**src/sv/fdcr_pkg.sv**
```systemverilog
package fdcr_pkg;

	localparam int MAX_DELAY    = 4096;
	localparam int SAMPLE_WIDTH = 16;
	localparam int NCH          = 2;

	// ring address and ring length widths
	localparam int AW = $clog2(MAX_DELAY);
	localparam int LW = AW + 1;

	// unsigned Q0.16 gains, one extra bit to hold 1.0
	localparam int QB = 16;
	localparam int GW = QB + 1;

	// products: interpolation, feedback term, direct term
	localparam int PW = SAMPLE_WIDTH + GW;
	localparam int FW = PW + GW + 1;
	localparam int XW = SAMPLE_WIDTH + GW + 1;

	localparam logic [GW-1:0] ONE_Q = GW'(1) << QB;

	// configuration register indexes
	localparam int IDX_W = 2;
	localparam int CFG_W = GW;
	localparam logic [IDX_W-1:0] REG_DELAY_LENGTH = IDX_W'(0);
	localparam logic [IDX_W-1:0] REG_INTERP_FRAC  = IDX_W'(1);
	localparam logic [IDX_W-1:0] REG_GAIN_ALPHA   = IDX_W'(2);

	typedef logic signed [SAMPLE_WIDTH-1:0] sample_t;

	typedef struct packed {
		logic capture;
		logic rd_next;
		logic mul_old;
		logic mul_new;
		logic mul_alpha;
		logic commit;
	} cmd_t;

	typedef struct packed {
		logic out_free;
	} sts_t;

endpackage

```
**src/sv/fdcr_ctrl.sv**
```systemverilog
module fdcr_ctrl (
	input  logic           clk,
	input  logic           arst_n,
	input  logic           in_valid,
	input  fdcr_pkg::sts_t sts,
	output logic           in_ready,
	output fdcr_pkg::cmd_t cmd
);

	typedef enum logic [2:0] {
		ST_IDLE,
		ST_RD_OLD,
		ST_RD_NEW,
		ST_MUL_NEW,
		ST_MUL_ALPHA,
		ST_COMMIT
	} state_t;

	state_t state_q;

	always_ff @(posedge clk or negedge arst_n) begin
		if (!arst_n) begin
			state_q <= ST_IDLE;
		end else begin
			unique case (state_q)
				ST_IDLE:      if (in_valid) state_q <= ST_RD_OLD;
				ST_RD_OLD:    state_q <= ST_RD_NEW;
				ST_RD_NEW:    state_q <= ST_MUL_NEW;
				ST_MUL_NEW:   state_q <= ST_MUL_ALPHA;
				ST_MUL_ALPHA: state_q <= ST_COMMIT;
				// hold the result until the output register can take it
				ST_COMMIT:    if (sts.out_free) state_q <= ST_IDLE;
				default:      state_q <= ST_IDLE;
			endcase
		end
	end

	assign in_ready      = (state_q == ST_IDLE);
	assign cmd.capture   = (state_q == ST_IDLE) && in_valid;
	assign cmd.rd_next   = (state_q == ST_RD_NEW);
	assign cmd.mul_old   = (state_q == ST_RD_NEW);
	assign cmd.mul_new   = (state_q == ST_MUL_NEW);
	assign cmd.mul_alpha = (state_q == ST_MUL_ALPHA);
	assign cmd.commit    = (state_q == ST_COMMIT) && sts.out_free;

endmodule

```
**config.mk**
```make
export PLATFORM = sky130hd
export DESIGN_NAME = fdcr_ctrl
export DESIGN_NICKNAME = d
export VERILOG_FILES = /design/src/sv/fdcr_pkg.sv /design/src/sv/fdcr_ctrl.sv
export SDC_FILE = /design/constraint.sdc
export NUM_CORES = 1
export LEC_CHECK = 0
export ABC_AREA = 1
export BUFFER_PORTS_ARGS = -buffer_cell sky130_fd_sc_hd__clkbuf_2
export CAP_MARGIN = 20
export CORE_AREA = 4 4 41 43
export CTS_BUF_LIST = sky130_fd_sc_hd__clkbuf_2 sky130_fd_sc_hd__clkbuf_4 sky130_fd_sc_hd__clkbuf_8
export DETAILED_ROUTE_END_ITERATION = 10
export DIE_AREA = 0 0 45 47
export HOLD_SLACK_MARGIN = 0.05
export PLACE_DENSITY = 0.44
export SYNTH_ARGS = -nofsm -noshare
export SYNTH_HDL_FRONTEND = slang
export SYNTH_SLANG_ARGS = --single-unit
```
**constraint.sdc**
```tcl
create_clock -name clk -period 1.3 [get_ports clk]
set_clock_uncertainty 0.1 [all_clocks]
set_input_delay 0.325 -clock clk [delete_from_list [all_inputs] [get_ports clk]]
set_output_delay 0.325 -clock clk [all_outputs]
set_load 0.005 [all_outputs]
```
==> run summary <==
Grt ovf -> 0
Largest net degree at the start of global routing -> 8
Vias in the first global route -> 215
Mapped Area -> 185 um^2
Die footprint -> 0.00212 mm^2
Initial DRT Pass Iterations -> 4
Tot GR Track Use -> 0.0625
Delay-heaviest family, CP -> flip-flops
CTS Buf Count -> 3
DR WL/cell -> 8.15 um
Via count -> 253
First-pass GRT wire length -> 807 um
Met3 WL -> 56 um
Row count -> 13
Antenna violations before repair -> 0
Clock slew at reported path FFs -> 40 ps
Post-Place Setup Slack -> -80.4 ps
Routed wire length -> 530 um
Power Dens Cells -> 2500 mW/mm^2
TritonCTS clock tree -> done
CP max stage delay -> 440 ps
Peak supply drop -> 623 uV
Hold depth -> 3
Static leakage -> 0.000216 uW
Top Metal Used -> met4
Area grow syn2layout -> 112%
Wl on met1 -> 186 um
Port buffer count -> 10
Max cap viols -> 0
I/O pin cnt -> 11
Starting density of the core -> 0.142
Required time of the worst setup path -> 880 ps
Buf+Inv Stages, Crit Path -> 1
Slowest CP cell -> dfrtp_2
Synth Register Bits -> 3
ANT cells -> 0
Clk root buf -> clkbuf_4
Failing checks -> negative setup slack
Biggest register -> state_q
Final Setup Violations -> 7
Commonest non-fill, non-tap cells in the layout -> 6 x nand2_1, 6 x buf_4, 5 x clkbuf_2, 5 x buf_2
Unrepaired setup endpoints after global routing -> yes
Worst-path fanout max -> 5
Core box area -> 0.00130 mm^2
Setup crit start kind -> flop
Die X -> 45 um
Setup crit end kind -> primary output
Syn nets -> 32
Min-Delay Path Class -> in2reg
Die span in y -> 47 um
Final HPWL DP -> 392 um
Tcrit/Tclk final -> 1.15
Top flop regs -> state_q (3)
ANT nets after route -> 0
Status -> complete, but fails checks
Slew @ Worst Pin -> 185 ps
Total Power -> 981 uW
Max FFs per register -> 3
Met2 Routed Length -> 240 um
Maximum root-to-sink buffer count -> 2
CP Depth -> 4
Fmax -> 0.671 GHz
Final TNS setup -> -1180 ps
Syn Inst Count -> 28
Tmin final -> 1490 ps
Share of layout cells above drive strength 1 -> 0.660
Post-synth cell types -> 9
Nets@finish -> 55
Final hold viol count -> 0
Critical path class -> reg2out
Final Worst Setup Slack -> -190 ps
CP Cell Sequence -> nor2_4 -> nand2_2 -> nor2_2 -> buf_2
Crit path DAT -> 1060 ps
FILL cells -> 163
H-tree levels -> 1
Starting DRT DRC Count -> 3
Worst-Skew Late Latency -> 230 ps
Drt drc -> 0
Count of pins over their slew limit -> 0
Reg2reg path depth -> 5
Via density -> 3.89
Clock sinks -> 3
Routability cong. -> 0.616
Relative slew margins -> 0.876
Register area share after synthesis -> 0.405
Synthesis Warnings -> 0
Avg Synthesized Cell Area -> 6.61 um^2
per-layer routing:
layer	vias up	global-route usage
li1	125	-
met1	112	0.0526
met2	11	0.0819
met3	5	0.0230
met4	0	0.123
met5	-	0
cells by family after synthesis:
| kind of cell | Yosys count | synth area share |
|---|---|---|
| flops | 3 | 0.405 |
| buf+inv | 6 | 0.142 |
| compound gates | 1 | 0.0270 |
| simple gates | 18 | 0.426 |
final cells by class:
cell class | count | area [um^2] | area share
Timing Repair Buffer | 19 | 128 | 0.325
Multi-Input combinational cell | 19 | 120 | 0.306
Sequential cell | 3 | 77.6 | 0.197
Clock buffer | 4 | 30.0 | 0.0764
Inverter | 5 | 18.8 | 0.0478
Tap cell | 15 | 18.8 | 0.0478
worst paths after layout:
kind,start,to,slack (ps)
max,state_q[0]$_DFFE_PN0P_,cmd[5],-190
min,in_valid,state_q[0]$_DFFE_PN0P_,270
max reg2reg,state_q[1]$_DFFE_PN0P_,state_q[0]$_DFFE_PN0P_,110
min reg2reg,state_q[2]$_DFFE_PN0P_,state_q[1]$_DFFE_PN0P_,520
max in group asynchronous,arst_n,state_q[0]$_DFFE_PN0P_,660
min in group asynchronous,arst_n,state_q[2]$_DFFE_PN0P_,320
synth_stat cells, drive strengths merged:
master  instances  area share
nor2            7        0.14
buf             1       0.041
nor3            2       0.081
inv             5        0.10
a21oi           1       0.027
nor3b           1       0.041
dfrtp           3        0.41
nand2           8        0.16
worst reg2reg max path, cell delays in order, from the launching register on:
cell and delay (ps):
dfrtp_2 450, buf_4 160, buf_4 130, nor2_1 90, nand2_1 70, a21oi_1 120
where the power goes:
| group | internal [uW] | leakage, uW | switching, uW |
|---|---|---|---|
| Sequential | 146 | 0.0000348 | 86.9 |
| Combinational | 322 | 0.000163 | 242 |
| Clock | 136 | 0.0000184 | 49.1 |
stage by stage:
| stage | utilization | hold slack (ps) | cells | cell area, um^2 |
|---|---|---|---|---|
| floorplan | - | -70.6 | 28 | 185 |
| global placement | 0.201 | 24.8 | 54 | 262 |
| detailed placement | 0.201 | 24.2 | 54 | 262 |
| CTS | 0.262 | 261 | 61 | 340 |
| global route | 0.302 | 306 | 65 | 393 |
| finish | 0.302 | 267 | 65 | 393 |
repair_timing:
| item | CTS | global route |
|---|---|---|
| gates cloned | 0 | 0 |
| pin swaps | 2 | 2 |
| setup endpoints to repair | 7 | 7 |
| hold buffers | 1 | 0 |
| resized for setup | 9 | 11 |
| endpoints found under the hold margin | 3 | 0 |
| buffers inserted | 2 | 4 |
(Power assumes the default switching activity.)
